`src/sv/cdp0_pkg.sv`:
```
// Shared types and constants for the composition data page 0 parser.
// Used by cdp0_core, cdp0_fifo and composition_data_page0_parser.
package cdp0_pkg;

  // Header byte positions of the little-endian feature word.
  localparam logic [7:0] FEATURE_LO_POS = 8'd8;
  localparam logic [7:0] FEATURE_HI_POS = 8'd9;

  // Highest foundation model id; these SIG models are dropped.
  localparam logic [15:0] MAX_FOUNDATION_ID = 16'h0003;

  // Saturation value of the element counter.
  localparam logic [7:0] ELEMENT_MAX = 8'hFF;

  // Record kinds.
  localparam logic [1:0] KIND_FEATURES = 2'd0;
  localparam logic [1:0] KIND_SIG      = 2'd1;
  localparam logic [1:0] KIND_VENDOR   = 2'd2;
  localparam logic [1:0] KIND_END      = 2'd3;

  // Result queue geometry. The depth must be a power of two of at least 2.
  localparam int unsigned FIFO_DEPTH = 4;
  localparam int unsigned FIFO_PTR_W = $clog2(FIFO_DEPTH);
  localparam int unsigned FIFO_CNT_W = $clog2(FIFO_DEPTH + 1);

  typedef enum logic [2:0] {
    PH_HEADER = 3'd0,
    PH_LOC    = 3'd1,
    PH_NUMS   = 3'd2,
    PH_NUMV   = 3'd3,
    PH_SIG    = 3'd4,
    PH_VEND   = 3'd5
  } phase_t;

  typedef struct packed {
    logic [7:0] data_byte;
    logic       last_byte;
  } in_t;

  typedef struct packed {
    logic [1:0]  record_kind;
    logic [7:0]  element_index;
    logic [7:0]  model_slot;
    logic [15:0] model_id;
    logic [15:0] company_id;
    logic [15:0] feature_bits;
    logic [7:0]  element_count;
    logic        malformed;
    logic        last_result;
  } out_t;

  // Up to two records produced by one parse step: a feature or model record,
  // then the end of page record.
  typedef struct packed {
    logic rec_vld;
    logic fin_vld;
    out_t rec;
    out_t fin;
  } push_t;

endpackage

```
`src/sv/cdp0_core.sv`:
```
// Parse state and per-byte step logic of the composition data page 0 parser.
// Depends on cdp0_pkg.
module cdp0_core (
  input  logic            clk,
  input  logic            rst,
  input  logic            step,
  input  cdp0_pkg::in_t   item,
  output cdp0_pkg::push_t push
);

  logic [7:0]       byte_pos, byte_pos_next;
  cdp0_pkg::phase_t phase, phase_next;
  logic [7:0]       cur_elem, cur_elem_next;
  logic [7:0]       sig_left, sig_left_next;
  logic [7:0]       vend_left, vend_left_next;
  logic [1:0]       bif, bif_next;
  logic [23:0]      partial, partial_next;
  logic [7:0]       kept_slot, kept_slot_next;
  logic [15:0]      features, features_next;

  logic [15:0]      sig_id;
  logic [7:0]       end_count;
  logic             clean;
  logic             rec_vld;
  cdp0_pkg::out_t   rec;
  cdp0_pkg::out_t   fin;
  logic [7:0]       b;

  assign b = item.data_byte;
  assign sig_id = {b, partial[7:0]};

  always_comb begin
    byte_pos_next  = byte_pos;
    phase_next     = phase;
    cur_elem_next  = cur_elem;
    sig_left_next  = sig_left;
    vend_left_next = vend_left;
    bif_next       = bif;
    partial_next   = partial;
    kept_slot_next = kept_slot;
    features_next  = features;
    rec_vld        = 1'b0;
    rec            = '0;
    fin            = '0;
    clean          = 1'b0;
    end_count      = 8'd0;

    unique case (phase)
      cdp0_pkg::PH_HEADER: begin
        if (byte_pos == cdp0_pkg::FEATURE_LO_POS) begin
          features_next = {8'h00, b};
        end else if (byte_pos == cdp0_pkg::FEATURE_HI_POS) begin
          features_next    = {b, features[7:0]};
          rec_vld          = 1'b1;
          rec.record_kind  = cdp0_pkg::KIND_FEATURES;
          phase_next       = cdp0_pkg::PH_LOC;
          bif_next         = 2'd0;
        end
        byte_pos_next = byte_pos + 8'd1;
      end
      cdp0_pkg::PH_NUMS: begin
        sig_left_next = b;
        phase_next    = cdp0_pkg::PH_NUMV;
      end
      cdp0_pkg::PH_NUMV: begin
        vend_left_next = b;
        bif_next       = 2'd0;
        if (sig_left != 8'd0) begin
          phase_next = cdp0_pkg::PH_SIG;
        end else if (b != 8'd0) begin
          phase_next = cdp0_pkg::PH_VEND;
        end else begin
          cur_elem_next = (cur_elem != cdp0_pkg::ELEMENT_MAX) ? cur_elem + 8'd1 : cur_elem;
          phase_next    = cdp0_pkg::PH_LOC;
        end
      end
      cdp0_pkg::PH_SIG: begin
        if (bif == 2'd0) begin
          partial_next = {16'h0000, b};
          bif_next     = 2'd1;
        end else begin
          bif_next = 2'd0;
          if (sig_id > cdp0_pkg::MAX_FOUNDATION_ID) begin
            rec_vld           = 1'b1;
            rec.record_kind   = cdp0_pkg::KIND_SIG;
            rec.element_index = cur_elem;
            rec.model_slot    = kept_slot;
            rec.model_id      = sig_id;
            kept_slot_next    = kept_slot + 8'd1;
          end
          sig_left_next = sig_left - 8'd1;
          if (sig_left == 8'd1) begin
            if (vend_left != 8'd0) begin
              phase_next = cdp0_pkg::PH_VEND;
            end else begin
              cur_elem_next = (cur_elem != cdp0_pkg::ELEMENT_MAX) ? cur_elem + 8'd1
                                                                  : cur_elem;
              phase_next    = cdp0_pkg::PH_LOC;
            end
          end
        end
      end
      cdp0_pkg::PH_VEND: begin
        if (bif != 2'd3) begin
          unique case (bif)
            2'd0:    partial_next[7:0]   = b;
            2'd1:    partial_next[15:8]  = b;
            default: partial_next[23:16] = b;
          endcase
          bif_next = bif + 2'd1;
        end else begin
          bif_next          = 2'd0;
          rec_vld           = 1'b1;
          rec.record_kind   = cdp0_pkg::KIND_VENDOR;
          rec.element_index = cur_elem;
          rec.model_id      = {b, partial[23:16]};
          rec.company_id    = partial[15:0];
          vend_left_next    = vend_left - 8'd1;
          if (vend_left == 8'd1) begin
            cur_elem_next = (cur_elem != cdp0_pkg::ELEMENT_MAX) ? cur_elem + 8'd1 : cur_elem;
            phase_next    = cdp0_pkg::PH_LOC;
          end
        end
      end
      default: begin
        // Location field, and phase codes that are never entered.
        phase_next = cdp0_pkg::PH_LOC;
        if (bif == 2'd0) begin
          bif_next = 2'd1;
        end else begin
          bif_next       = 2'd0;
          kept_slot_next = 8'd0;
          sig_left_next  = 8'd0;
          vend_left_next = 8'd0;
          phase_next     = cdp0_pkg::PH_NUMS;
        end
      end
    endcase

    rec.feature_bits = features_next;

    if (item.last_byte) begin
      clean     = (phase_next == cdp0_pkg::PH_LOC) && (bif_next == 2'd0);
      end_count = cur_elem_next;
      if (!clean && phase_next != cdp0_pkg::PH_HEADER &&
          end_count != cdp0_pkg::ELEMENT_MAX) begin
        end_count = end_count + 8'd1;
      end
      if (phase_next == cdp0_pkg::PH_HEADER) begin
        end_count = 8'd0;
      end
      fin.record_kind   = cdp0_pkg::KIND_END;
      fin.feature_bits  = features_next;
      fin.element_count = end_count;
      fin.malformed     = !clean;
      fin.last_result   = 1'b1;

      // The page is done; start over for the next one.
      byte_pos_next  = 8'd0;
      phase_next     = cdp0_pkg::PH_HEADER;
      cur_elem_next  = 8'd0;
      sig_left_next  = 8'd0;
      vend_left_next = 8'd0;
      bif_next       = 2'd0;
      partial_next   = 24'd0;
      kept_slot_next = 8'd0;
      features_next  = 16'd0;
    end
  end

  always_ff @(posedge clk) begin
    if (rst) begin
      byte_pos  <= 8'd0;
      phase     <= cdp0_pkg::PH_HEADER;
      cur_elem  <= 8'd0;
      sig_left  <= 8'd0;
      vend_left <= 8'd0;
      bif       <= 2'd0;
      partial   <= 24'd0;
      kept_slot <= 8'd0;
      features  <= 16'd0;
    end else if (step) begin
      byte_pos  <= byte_pos_next;
      phase     <= phase_next;
      cur_elem  <= cur_elem_next;
      sig_left  <= sig_left_next;
      vend_left <= vend_left_next;
      bif       <= bif_next;
      partial   <= partial_next;
      kept_slot <= kept_slot_next;
      features  <= features_next;
    end
  end

  assign push.rec_vld = step && rec_vld;
  assign push.fin_vld = step && item.last_byte;
  assign push.rec     = rec;
  assign push.fin     = fin;

  // A marked last byte leaves the parser in its start-of-page state.
  a_page_restart: assert property (@(posedge clk) disable iff (rst)
    step && item.last_byte |=> phase == cdp0_pkg::PH_HEADER && byte_pos == 8'd0 &&
                               cur_elem == 8'd0 && features == 16'd0)
    else $error("parser state not cleared after end of page");

  // Parse state only moves on a step.
  a_hold_when_idle: assert property (@(posedge clk) disable iff (rst)
    !step |=> $stable(phase) && $stable(kept_slot) && $stable(byte_pos) && $stable(bif))
    else $error("parser state changed without a step");

endmodule

```
`src/sv/cdp0_fifo.sv`:
```
// Result queue of the composition data page 0 parser: takes up to two records
// per cycle and hands out one. Depends on cdp0_pkg.
module cdp0_fifo (
  input  logic            clk,
  input  logic            rst,
  input  cdp0_pkg::push_t push,
  input  logic            pop,
  output cdp0_pkg::out_t  head,
  output logic            nonempty,
  output logic            room
);

  cdp0_pkg::out_t                     mem [cdp0_pkg::FIFO_DEPTH];
  logic [cdp0_pkg::FIFO_PTR_W-1:0]    wr_ptr, rd_ptr;
  logic [cdp0_pkg::FIFO_PTR_W-1:0]    wr_ptr_1, fin_ptr;
  logic [cdp0_pkg::FIFO_CNT_W-1:0]    count, count_after_pop, n_push;

  assign wr_ptr_1        = wr_ptr + cdp0_pkg::FIFO_PTR_W'(1);
  assign fin_ptr         = push.rec_vld ? wr_ptr_1 : wr_ptr;
  assign n_push          = cdp0_pkg::FIFO_CNT_W'(push.rec_vld) +
                           cdp0_pkg::FIFO_CNT_W'(push.fin_vld);
  assign count_after_pop = count - cdp0_pkg::FIFO_CNT_W'(pop);
  assign room            = count_after_pop <= cdp0_pkg::FIFO_CNT_W'(cdp0_pkg::FIFO_DEPTH - 2);
  assign nonempty        = count != '0;
  assign head            = mem[rd_ptr];

  always_ff @(posedge clk) begin
    if (push.rec_vld) begin
      mem[wr_ptr] <= push.rec;
    end
    if (push.fin_vld) begin
      mem[fin_ptr] <= push.fin;
    end
  end

  always_ff @(posedge clk) begin
    if (rst) begin
      wr_ptr <= '0;
      rd_ptr <= '0;
      count  <= '0;
    end else begin
      wr_ptr <= wr_ptr + cdp0_pkg::FIFO_PTR_W'(n_push);
      rd_ptr <= rd_ptr + cdp0_pkg::FIFO_PTR_W'(pop);
      count  <= count_after_pop + n_push;
    end
  end

  a_no_overflow: assert property (@(posedge clk) disable iff (rst)
    count <= cdp0_pkg::FIFO_CNT_W'(cdp0_pkg::FIFO_DEPTH))
    else $error("result queue overflow");

  a_push_has_room: assert property (@(posedge clk) disable iff (rst)
    push.rec_vld || push.fin_vld |-> room)
    else $error("record pushed without room for two entries");

  a_no_underflow: assert property (@(posedge clk) disable iff (rst)
    pop |-> count != '0)
    else $error("result queue read while empty");

endmodule

```
`src/sv/composition_data_page0_parser.sv`:
```
// Top level of the composition data page 0 parser.
// Depends on cdp0_pkg, cdp0_core and cdp0_fifo.
//
// The block takes a mesh composition data page 0 one byte per transaction on
// the byte channel (byte_valid, byte_ready, byte_data), with last_byte set on
// the final byte of the page. It returns records on the rec channel
// (rec_valid, rec_ready, rec_data): the feature word once the header is in,
// one record per kept SIG model and per vendor model, and an end of page
// record after the marked last byte, which also carries the element count
// and the malformed flag.
// An accepted byte first lands in an input register; from there the parse
// step updates the state and writes its records into a four-entry result
// queue, from which they are offered. One byte is taken per cycle for as
// long as the receiver keeps up; a byte that yields two records (the last
// one of a page) writes both at once, and the queue hands them out one at a
// time. The parse step runs only when the queue has room for two records,
// so a stalled receiver fills the queue and then holds byte_ready low;
// nothing is dropped. Reset clears the parse state, the input register and
// the queue; the first byte after reset is header byte 0 of a page.
module composition_data_page0_parser (
  input  logic           clk,
  input  logic           rst,
  input  logic           byte_valid,
  output logic           byte_ready,
  input  cdp0_pkg::in_t  byte_data,
  output logic           rec_valid,
  input  logic           rec_ready,
  output cdp0_pkg::out_t rec_data
);

  cdp0_pkg::in_t   in_q;
  logic            in_vld_q;
  logic            step;
  logic            room;
  logic            pop;
  cdp0_pkg::push_t push;

  // The held byte is parsed once the queue can take both possible records.
  assign step       = in_vld_q && room;
  assign byte_ready = !in_vld_q || step;
  assign pop        = rec_valid && rec_ready;

  always_ff @(posedge clk) begin
    if (rst) begin
      in_vld_q <= 1'b0;
    end else if (byte_ready) begin
      in_vld_q <= byte_valid;
    end
  end

  always_ff @(posedge clk) begin
    if (byte_valid && byte_ready) begin
      in_q <= byte_data;
    end
  end

  cdp0_core u_core (
    .clk  (clk),
    .rst  (rst),
    .step (step),
    .item (in_q),
    .push (push)
  );

  cdp0_fifo u_fifo (
    .clk      (clk),
    .rst      (rst),
    .push     (push),
    .pop      (pop),
    .head     (rec_data),
    .nonempty (rec_valid),
    .room     (room)
  );

endmodule

```
`config.mk`:
```
export PLATFORM = sky130hd
export DESIGN_NAME = composition_data_page0_parser
export DESIGN_NICKNAME = d
export VERILOG_FILES = /design/src/sv/cdp0_pkg.sv /design/src/sv/cdp0_core.sv /design/src/sv/cdp0_fifo.sv /design/src/sv/composition_data_page0_parser.sv
export SDC_FILE = /design/constraint.sdc
export NUM_CORES = 1
export LEC_CHECK = 0
export ABC_AREA = 1
export BUFFER_PORTS_ARGS = -buffer_cell sky130_fd_sc_hd__buf_2
export CORE_MARGIN = 2
export CORE_UTILIZATION = 60
export CTS_BUF_LIST = sky130_fd_sc_hd__clkbuf_16
export DETAILED_ROUTE_END_ITERATION = 8
export HOLD_SLACK_MARGIN = 0.02
export PLACE_DENSITY_LB_ADDON = 0.12
export RECOVER_POWER = 25
export SKIP_LAST_GASP = 1
export SLEW_MARGIN = 20
export SYNTH_ARGS = -nofsm -noshare
export SYNTH_HDL_FRONTEND = slang
export SYNTH_SLANG_ARGS = --single-unit
```
`constraint.sdc`:
```
create_clock -name clk -period 4.33 [get_ports clk]
set_input_delay 0.2165 -clock clk [delete_from_list [all_inputs] [get_ports clk]]
set_output_delay 0.2165 -clock clk [all_outputs]
set_load 0.02 [all_outputs]
```
==> results of run 1 <==
[layout make-up]
class	instances	area [um2]	share of cell area, %
clock buffer	45	1126	5.472
clock inverter	37	230.2	1.119
inverter	143	545.5	2.651
multi-input combinational	1722	8099	39.36
sequential	406	9340	45.39
tap	396	495.5	2.408
timing repair buffer	138	740.7	3.600
[power breakdown]
group / switching, mW / internal [mW]
clock network: 1.56 / 2.01
logic: 1.98 / 0.673
registers: 0.107 / 4.05
[cell usage after synthesis (3+ instances only)]
cell / n
nor2_1: 521
nand2_1: 414
o21ai_0: 314
dfxtp_1: 285
a21oi_1: 169
edfxtp_1: 121
inv_1: 120
o22ai_1: 96
clkbuf_1: 80
nand3_1: 68
buf_2: 49
ha_1: 25
inv_2: 16
nor3_1: 16
buf_4: 15
nand3_2: 11
a211oi_1: 9
buf_1: 9
nand4_1: 9
nor2_2: 9
nor2_4: 9
xor2_1: 8
nand2_2: 7
xnor2_1: 7
buf_6: 6
o21ai_1: 5
clkinv_1: 3
inv_4: 3
[flip-flops by register name, summed over array words and instances, names as in the netlist]
name / cells
u_core.phase: 3
u_core.cur_elem: 8
u_core.byte_pos: 8
u_core.sig_left: 8
u_core.vend_left: 8
u_fifo.count: 3
u_core.partial: 24
in_q: 9
u_core.features: 16
u_core.bif: 2
u_core.kept_slot: 8
u_fifo.mem: 304
u_fifo.rd_ptr: 2
in_vld_q: 1
u_fifo.wr_ptr: 2
[kinds of logic (layout without fill, tap and decap cells)]
| logic type | count (synthesis) | count (layout) | synth area share, % |
|---|---|---|---|
| adders and majority gates | 26 | 26 | 1.774 |
| buffers and inverters | 302 | 363 | 6.955 |
| AOI/OAI and AO/OA | 606 | 606 | 17.18 |
| and+or+nand+nor | 1075 | 1075 | 23.62 |
| xor gates and xnor gates | 15 | 15 | 0.7002 |
| DFF | 406 | 406 | 49.77 |
[worst max path at each step]
stage,slack (ns),cells after the start,to,startpoint
CTS,0.74,15,u_fifo.mem[0][75],u_fifo.count[2]
finish,0.50,13,u_core.kept_slot[6],u_fifo.count[2]
detailed placement,0.75,15,u_fifo.mem[3][7],in_q[7]
floorplan,0.94,14,u_fifo.mem[0][0],u_fifo.count[2]
global route,0.25,15,u_fifo.mem[3][7],u_fifo.count[2]
global placement,0.86,15,u_fifo.mem[2][9],in_q[7]
[per-layer routing]
metal	part of all wire [%]	routed length [um]	vias up
met5	0	0	-
met3	10	5583	114
met1	41	22370	8038
met4	2.9	1580	0
li1	-	-	8109
met2	46	24690	859
[stage by stage]
step	power (mW)	hold WS [ns]
CTS	10.45	0.3196
finish	10.37	0.3122
floorplan	6.038	0.3154
global route	10.76	0.3520
global placement	6.908	0.3929
detailed placement	6.944	0.3952
[worst reg2reg max path, stage by stage, from the launching register on]
cell      delay [ns]
dfxtp_1         0.32
nor2_1          0.14
a21boi_0        0.14
ha_1            0.21
ha_1            0.19
xnor2_1         0.21
o21ai_0         0.24
nor2_4          0.17
clkinv_1        0.07
buf_4           0.22
nor4_1          1.09
inv_1           0.33
o21ai_0         0.26
a21oi_1         0.10
[what timing repair did]
action / CTS / global route
endpoints found under the hold margin: 10 / 0
setup buffers: 0 / 0
gates resized for setup: 0 / 0
hold buffers: 10 / 0
==> results.json, run 1 <==
{
  "vdd_drop_max_v": 0.0002817,
  "rsz0062_at_grt": "no",
  "post-route-min-period_ns": 3.825,
  "crit_fanout": 26,
  "synthTopCellsByArea": "dfxtp_1 30%, edfxtp_1 19%, nor2_1 10%, o21ai_0 8.4%, nand2_1 8.3%",
  "worstReg2RegEnd": "u_core.kept_slot[6]",
  "synth_top_area_share_pct": 30.41,
  "drive_gt1_share_pct": 6.905,
  "startpoint_type": "flip-flop",
  "synth_top_area_cell": "dfxtp_1",
  "numCtsBuffers": 44,
  "antenna_found_initial": 0,
  "cts.sinks": 406,
  "slowest_delay_ns": 1.08,
  "end_kind": "flip-flop",
  "area_delta_synth_final_pct": 9.669,
  "fin_skew_ns": 0.02542,
  "crit_required_ns": 4.72,
  "finalHoldViolCount": 0,
  "slew_headroom_pct": -6.471,
  "fmax_ghz": 0.2614,
  "instances_no_fill": 2887,
  "fin_area_um2": 20580,
  "drt-total-wl_um": 54230,
  "gp_routability_congestion": 0.9114,
  "fillers": 2670,
  "vias": 17120,
  "final_common_cell": "nor2_1",
  "cp_top_family": "simple AND/OR/NAND/NOR gates",
  "crit_chain": "nor2_1 -> a21boi_0 -> ha_1 -> ha_1 -> xnor2_1 -> o21ai_0 -> nor2_4 -> clkinv_1 -> buf_4 -> nor4_1 -> inv_1 -> o21ai_0 -> a21oi_1",
  "ant_nets": 0,
  "placed_area_um2": 19280,
  "synth_ff_type": "dfxtp_1",
  "r2r_cells": 13,
  "port_buffers": 90,
  "violations": "capacitance limit, slew limit",
  "die_h_um": 180.8,
  "num-nets-final": 2494,
  "status": "complete, but fails checks",
  "synthDistinctLibCells": 47,
  "finalSetupViolCount": 0,
  "clk_pin_slew_ns": 0.06,
  "die-area_um2": 32700,
  "synth_nets": 2469,
  "hold_path_depth": 3,
  "clk_latency_ns": 0.55,
  "avgViaCountPerCell": 5.930,
  "syn_avg_cell_area_um2": 7.721,
  "clockBufferDepth": 3,
  "synthCells": 2430,
  "drt-pass1-iter-count": 9,
  "use_met3_pct": 6.208,
  "grt_pass1_wl_um": 84830,
  "grt_pass1_vias": 15870,
  "p_leak_nw": 7.832,
  "met1_usage_pct": 44.03,
  "ys_warn_count": 0,
  "powerDensity_nw_per_um2": 504.0,
  "synth-edff-count": 121,
  "crit_path_top_delay_cell": "nor4_1",
  "drc": 0,
  "setup_tns_ns": 0,
  "arrival_ns": 4.22,
  "die_w_um": 180.8,
  "hold_class": "in2reg",
  "worst_r2r_startpoint": "u_fifo.count[2]",
  "ys_ff_latch": 406,
  "use_met2_pct": 51.33,
  "cts_max_level": 2,
  "track_usage_pct": 32.14,
  "post-route-util_pct": 67.09,
  "grt-ovfl-total": 0,
  "drtIter0Drc": 1888,
  "top_usage_layer": "met2",
  "synthArstFlopShare_pct": 0,
  "ys_seq_area_share_pct": 49.77,
  "grt_max_degree": 79,
  "initial_core_util_pct": 61.18,
  "r2r_slack_ns": 0.50,
  "slew_violations": 79,
  "cts_tree": "yes",
  "std_cell_rows": 64,
  "syn_area_um2": 18760,
  "hp-start": "rst",
  "fin_ws_ns": 0.5048,
  "core_um2": 30670,
  "io_pins": 91,
  "cp_num_buf_inv": 3,
  "critPathKind": "reg2reg",
  "post-route-period-util_pct": 88.34,
  "final_cell_mix": "523 x nor2_1, 414 x nand2_1, 314 x o21ai_0, 284 x dfxtp_1, 169 x a21oi_1",
  "post-place-ws_ns": 0.7492,
  "wire_per_inst_um": 18.78,
  "cts-root-buf": "clkbuf_16",
  "detailed_place_hpwl_um": 33450,
  "hold_end": "u_core.vend_left[3]",
  "max_slew.worst_pin.slew_ns": 1.597,
  "num_antenna_cells": 0,
  "timing.max_cap.violations": 1,
  "place_inst": 2795
}
(Power assumes the default switching activity.)
==> run 2: changes to the inputs <==
--- a/config.mk
+++ b/config.mk
@@ -5,7 +5,6 @@
 export SDC_FILE = /design/constraint.sdc
 export NUM_CORES = 1
 export LEC_CHECK = 0
-export ABC_AREA = 1
 export BUFFER_PORTS_ARGS = -buffer_cell sky130_fd_sc_hd__buf_2
 export CORE_MARGIN = 2
 export CORE_UTILIZATION = 60
==> run 2 against run 1 <==
Compared with the run above:
- global-route usage decreased by 1.9 points
- the flow still finishes with violations (capacitance limit, slew limit)
- final area increased by 0.30%
- utilization increased by 0.55 points
- routed wire length decreased by 8.1%
- fmax decreased by 2.4%
- clock skew decreased by 0.0080 ns
- critical path type unchanged
- setup slack got worse by 0.095 ns
- critical endpoint is now u_fifo.mem[3][48]
- register-to-register slack got worse by 0.095 ns
- synthesized cell count decreased by 21%
- sequential power increased by 1%
- first-iteration DRC count decreased by 19%
==> results.json, run 2 <==
{
  "track_usage_pct": 30.26,
  "crit_start": "u_fifo.count[2]",
  "synth_top_area_share_pct": 30.78,
  "slew_violations": 48,
  "rsz0062_at_grt": "no",
  "synth-edff-count": 121,
  "wire_per_inst_um": 20.76,
  "slowest_delay_ns": 0.60,
  "r2r_slack_ns": 0.41,
  "die-area_um2": 32310,
  "worst_r2r_startpoint": "u_fifo.count[2]",
  "grt_max_degree": 74,
  "final_common_cell": "nand2_1",
  "arrival_ns": 4.37,
  "p_switching_mw": 2.506,
  "synth_top_area_cell": "dfxtp_1",
  "syn_area_um2": 18540,
  "grt_pass1_vias": 14400,
  "largest_reg_flops": 304,
  "powerDensity_nw_per_um2": 433.7,
  "cts_tree": "yes",
  "critPathKind": "reg2reg",
  "p_total_mw": 8.951,
  "hold_class": "in2reg",
  "grt-ovfl-total": 0,
  "p_int_mw": 6.445,
  "ant_nets": 0,
  "instances_no_fill": 2401,
  "power_frac_seq_pct": 47.0,
  "setup_tns_ns": 0,
  "std_cell_rows": 64,
  "initial_core_util_pct": 60.75,
  "comb_power_share_pct": 15.1,
  "drtIter0Drc": 1530,
  "cts-resized-gates": 0,
  "ys_ff_latch": 406,
  "drt-pass1-iter-count": 6,
  "r2r_cells": 13,
  "ys_warn_count": 0,
  "ctsHoldBuffers": 10,
  "drive_gt1_share_pct": 11.77,
  "finalSetupViolCount": 0,
  "slew_headroom_pct": -15.98,
  "finalHoldViolCount": 0,
  "vdd_drop_max_v": 0.0006439,
  "startpoint_type": "flip-flop",
  "syn_avg_cell_area_um2": 9.689,
  "post-route-period-util_pct": 90.55,
  "synthDistinctLibCells": 73,
  "clockBufferDepth": 3,
  "clkPwrFrac_pct": 37.9,
  "gp_routability_congestion": 0.9039,
  "cts.sinks": 406,
  "num-nets-final": 2011,
  "crit_fanout": 56,
  "synth_ff_type": "dfxtp_1",
  "place_inst": 2314,
  "p_sw_share_pct": 28.00,
  "crit_chain": "or3_1 -> and2_0 -> ha_1 -> ha_1 -> xnor2_1 -> o211ai_1 -> a211o_1 -> nor2_1 -> buf_4 -> and2_2 -> buf_4 -> nor2_1 -> a211oi_1",
  "status": "complete, but fails checks",
  "core_um2": 30510,
  "max_slew.worst_pin.slew_ns": 1.740,
  "crit_required_ns": 4.78,
  "p_leak_nw": 7.151,
  "clk_latency_ns": 0.54,
  "cts_setup_buffers": 0,
  "violations": "capacitance limit, slew limit",
  "crit_path_top_delay_cell": "buf_4",
  "numCtsBuffers": 42,
  "yosys-top-cells-count": "312 x nand2_1, 285 x dfxtp_1, 225 x nor2_1",
  "io_pins": 91,
  "synth_nets": 1952,
  "cts-root-buf": "clkbuf_16",
  "yosysMostFrequentCell": "nand2_1",
  "avgViaCountPerCell": 6.239,
  "post-place-ws_ns": 0.5187,
  "detailed_place_hpwl_um": 30710,
  "antenna_found_initial": 0,
  "seq_area_um2": 9344,
  "num_antenna_cells": 0,
  "top_regs": "u_fifo.mem (304), u_core.partial (24), u_core.features (16)",
  "post-route-min-period_ns": 3.921,
  "area_delta_synth_final_pct": 11.35,
  "die_w_um": 179.8,
  "ys_seq_area_share_pct": 50.38,
  "largest_register": "u_fifo.mem",
  "worstReg2RegEnd": "u_fifo.mem[3][48]",
  "drt-total-wl_um": 49840,
  "cts_max_level": 2,
  "clk_pin_slew_ns": 0.06,
  "fin_ws_ns": 0.4093,
  "multi_input_area_um2": 8572,
  "fin_skew_ns": 0.01742,
  "fin_area_um2": 20640,
  "timing.max_cap.violations": 1,
  "synthCells": 1913,
  "fmax_ghz": 0.2551,
  "synthArstFlopShare_pct": 0,
  "grt_pass1_wl_um": 78740,
  "fillers": 2477,
  "placed_area_um2": 19360,
  "end_kind": "flip-flop",
  "synthTopCellsByArea": "dfxtp_1 31%, edfxtp_1 20%, mux4_2 9.2%, nand2_1 6.3%, a21oi_1 5.6%",
  "port_buffers": 90,
  "final_cell_mix": "312 x nand2_1, 283 x dfxtp_1, 225 x nor2_1, 209 x a21oi_1, 121 x edfxtp_1",
  "die_h_um": 179.8,
  "setup.worst_path.end": "u_fifo.mem[3][48]",
  "drc": 0,
  "vias": 14980
}
run 2: changes by cell type in the layout (fill, tap and decap cells not counted), moves of 32 or more:
cell / delta
nor2_1: -298
o21ai_0: -271
nand2_1: -102
o22ai_1: -93
inv_1: -85
mux4_2: +76
a21oi_1: +40
mux2i_1: +39
nor3_1: +32
run 2: worst max-delay path, delay by kind of cell (launching register included):
| kind | cells | cell delay [ns] |
|---|---|---|
| DFF | 1 | 0.32 |
| xor gates and xnor gates | 1 | 0.31 |
| buffers and inverters | 2 | 0.82 |
| AOI/OAI and AO/OA | 3 | 0.81 |
| and+or+nand+nor | 5 | 1.17 |
| adders and majority gates | 2 | 0.38 |
run 2: layout make-up:
cell class                 count  share of cell area (%)
timing repair buffer         152                   3.995
clock buffer                  43                   5.214
multi-input combinational   1341                   41.53
sequential                   406                   45.27
inverter                      29                  0.5274
tap                          396                   2.401
clock inverter                34                   1.055
run 2: layer usage:
metal / vias to the layer above / track usage [%] / wire (um)
li1: 6916 / - / -
met5: - / 0 / 0
met1: 7270 / 42.50 / 20780
met3: 107 / 4.842 / 4443
met2: 688 / 48.31 / 23120
met4: 0 / 9.886 / 1496
run 2: how the worst min path moves through the flow:
stage          slack [ns]               end  depth (start not counted)    startpoint
2_1_floorplan        0.32           in_q[0]                          0  byte_data[0]
3_3_place_gp         0.40           in_q[6]                          1  byte_data[6]
3_5_place_dp         0.40           in_q[5]                          1  byte_data[5]
4_1_cts              0.16  u_fifo.rd_ptr[0]                          4     rec_ready
5_1_grt              0.21          in_vld_q                          2           rst
6_report             0.17  u_fifo.rd_ptr[1]                          2           rst
run 2: per-stage QoR:
step,hold WS [ns],util [%]
final,0.1745,67.65
after global routing,0.2115,67.65
after CTS,0.1621,68.04
after detailed placement,0.3952,63.47
after global placement,0.3953,63.47
after floorplan,0.3154,-
run 2: cells by family after synthesis:
kind of cell | Yosys count | share of synthesized area, %
buf+inv | 166 | 3.564
fa+ha+maj | 26 | 1.796
mux | 122 | 11.78
flops | 406 | 50.38
compound gates | 373 | 12.07
simple gates | 802 | 19.56
xor+xnor | 18 | 0.8505
run 2: power groups by stage:
stage | Combinational (mW) | Sequential (mW) | Clock [mW]
after floorplan | 1.06 | 4.12 | 0
after global placement | 1.36 | 4.29 | 0
after detailed placement | 1.37 | 4.29 | 0
after CTS | 1.39 | 4.21 | 3.44
after global routing | 1.44 | 4.23 | 3.60
final | 1.35 | 4.20 | 3.39
==> run 3: changes to the inputs <==
--- a/config.mk
+++ b/config.mk
@@ -11,7 +11,7 @@
 export CTS_BUF_LIST = sky130_fd_sc_hd__clkbuf_16
 export DETAILED_ROUTE_END_ITERATION = 8
 export HOLD_SLACK_MARGIN = 0.02
-export PLACE_DENSITY_LB_ADDON = 0.12
+export PLACE_DENSITY = 0.78
 export RECOVER_POWER = 25
 export SKIP_LAST_GASP = 1
 export SLEW_MARGIN = 20
==> run 3 against run 2 <==
Compared with the run above:
- the run still ends with capacitance limit, slew limit left
- sequential share of layout area about the same
- die area unchanged
- routed wire length up 0.20%
- critical path depth unchanged
- non-clock buffer count down 4
- global-route usage up 0.097 points
- fmax down 2.0%
- largest cell class unchanged
- largest power group unchanged
==> results.json, run 3 (same netlist as run 2, synthesis figures left out) <==
{
  "status": "complete, but fails checks",
  "violations": "capacitance limit, slew limit",
  "rsz0062_at_grt": "no",
  "slew_headroom_pct": -26.19,
  "core_um2": 30510,
  "drt-total-wl_um": 49940,
  "drtIter0Drc": 1575,
  "max_slew.worst_pin.slew_ns": 1.893,
  "finalSetupViolCount": 0,
  "area_delta_synth_final_pct": 11.40,
  "crit_fanout": 6,
  "largest_reg_flops": 304,
  "finalHoldViolCount": 0,
  "fmax_ghz": 0.2500,
  "detailed_place_hpwl_um": 30730,
  "startpoint_type": "flip-flop",
  "clockBufferDepth": 3,
  "grt_pass1_wl_um": 79330,
  "r2r_cells": 13,
  "die-area_um2": 32310,
  "ant_nets": 0,
  "io_pins": 91,
  "hold_path_depth": 4,
  "post-route-min-period_ns": 3.999,
  "largest_register": "u_fifo.mem",
  "hold_class": "in2reg",
  "die_h_um": 179.8,
  "cp.depth": 13,
  "die_w_um": 179.8,
  "slew_violations": 53,
  "p_int_mw": 6.505,
  "antenna_found_initial": 0,
  "num_antenna_cells": 0,
  "initial_core_util_pct": 60.75,
  "end_kind": "flip-flop",
  "vdd_drop_max_v": 0.0004682,
  "crit_path_top_delay_cell": "mux2i_1",
  "gp_routability_congestion": 0.9271,
  "cp_common_cell": "ha_1",
  "fin_skew_ns": 0.01904,
  "cts-root-buf": "clkbuf_16",
  "avgViaCountPerCell": 6.330,
  "drt-pass1-iter-count": 7,
  "p_switching_mw": 2.552,
  "arrival_ns": 4.27,
  "std_cell_rows": 64,
  "wire_per_inst_um": 20.83,
  "top_regs": "u_fifo.mem (304), u_core.partial (24), u_core.features (16)",
  "critPathKind": "reg2reg",
  "final_cell_mix": "312 x nand2_1, 283 x dfxtp_1, 225 x nor2_1, 209 x a21oi_1, 121 x edfxtp_1",
  "drc": 0,
  "grt-ovfl-total": 0,
  "comb_power_share_pct": 14.4,
  "power_frac_seq_pct": 47.0,
  "p_total_mw": 9.057,
  "cts_max_level": 2,
  "p_sw_share_pct": 28.18,
  "cts.sinks": 406,
  "port_buffers": 90,
  "setup_tns_ns": 0,
  "numCtsBuffers": 42,
  "final_common_cell": "nand2_1",
  "clkPwrFrac_pct": 38.5,
  "drive_gt1_share_pct": 11.59,
  "cp_top_family": "simple AND/OR/NAND/NOR gates",
  "p_leak_nw": 7.136,
  "crit_chain": "inv_1 -> ha_1 -> nor4b_1 -> nand4_2 -> a211oi_1 -> nand3_1 -> or2_2 -> nand2_1 -> ha_1 -> o221ai_1 -> nor4_1 -> mux2i_1 -> nor2_1",
  "track_usage_pct": 30.36,
  "grt_pass1_vias": 14950,
  "num-nets-final": 2007,
  "post-route-period-util_pct": 92.36,
  "crit_required_ns": 4.61,
  "cts_tree": "yes",
  "powerDensity_nw_per_um2": 438.6,
  "clk_latency_ns": 0.55,
  "timing.max_cap.violations": 1,
  "slowest_delay_ns": 0.43,
  "grt_max_degree": 73,
  "vias": 15180,
  "clk_pin_slew_ns": 0.06,
  "cp_num_buf_inv": 1
}
[run 3: cell count changes in the layout (fill, tap and decap cells not counted), moves of 2 or more]
cell and change:
buf_4 -6, clkinv_2 -3, clkinv_8 -2, clkinvlp_4 +2
[run 3: area by class of cell]
class,instances,area [um2]
Sequential cell,406,9344
Multi-Input combinational cell,1341,8573
Fill cell,2367,9861
Inverter,29,108.9
Clock buffer,43,1076
Clock inverter,35,247.7
Timing Repair Buffer,148,803.3
Tap cell,396,495.5
[run 3: layer usage]
layer,part of all wire [%],GRT usage [%],up-vias
li1,-,-,6910
met1,40,39.85,7377
met2,48,50.44,764
met3,9.0,5.895,129
met4,3.1,10.83,0
met5,0,0,-
[run 3: worst reg2reg max path, cell delays in order, from the launching register on]
cell,delay (ns)
dfxtp_1,0.35
inv_1,0.13
ha_1,0.21
nor4b_1,0.37
nand4_2,0.25
a211oi_1,0.39
nand3_1,0.27
or2_2,0.41
nand2_1,0.09
ha_1,0.18
o221ai_1,0.22
nor4_1,0.33
mux2i_1,0.43
nor2_1,0.10
[run 3: worst paths after layout]
path	from	endpoint	slack (ns)
max	u_core.sig_left[0]	u_fifo.mem[0][8]	0.33
min reg2reg	u_fifo.mem[1][69]	u_fifo.mem[1][69]	0.45
min	rec_ready	u_fifo.rd_ptr[0]	0.19
max reg2reg	u_core.sig_left[0]	u_fifo.mem[0][8]	0.33
[run 3: repair_timing]
action,in CTS,in global routing
hold buffers,10,0
setup endpoints to repair,0,11
setup buffers,0,0
gates resized for setup,0,1
endpoints found under the hold margin,10,0
[run 3: power by group through the flow]
stage	Clock, mW	Combinational (mW)	Sequential, mW
after floorplan	0	1.06	4.12
after global placement	0	1.32	4.34
final	3.49	1.31	4.26
after detailed placement	0	1.32	4.34
after CTS	3.52	1.33	4.26
after global routing	3.69	1.37	4.28
[run 3: stage by stage]
step | std cells | cell area (um2) | setup slack (ns) | utilization, % | hold slack (ns)
global placement | 2310 | 19350 | 0.4106 | 63.41 | 0.3970
CTS | 2398 | 20770 | 0.3710 | 68.08 | 0.1646
global route | 2398 | 20650 | 0.05579 | 67.68 | 0.2280
floorplan | 1913 | 18540 | 0.2885 | - | 0.3154
finish | 2398 | 20650 | 0.3308 | 67.68 | 0.1884
detailed placement | 2310 | 19350 | 0.4401 | 63.41 | 0.3955
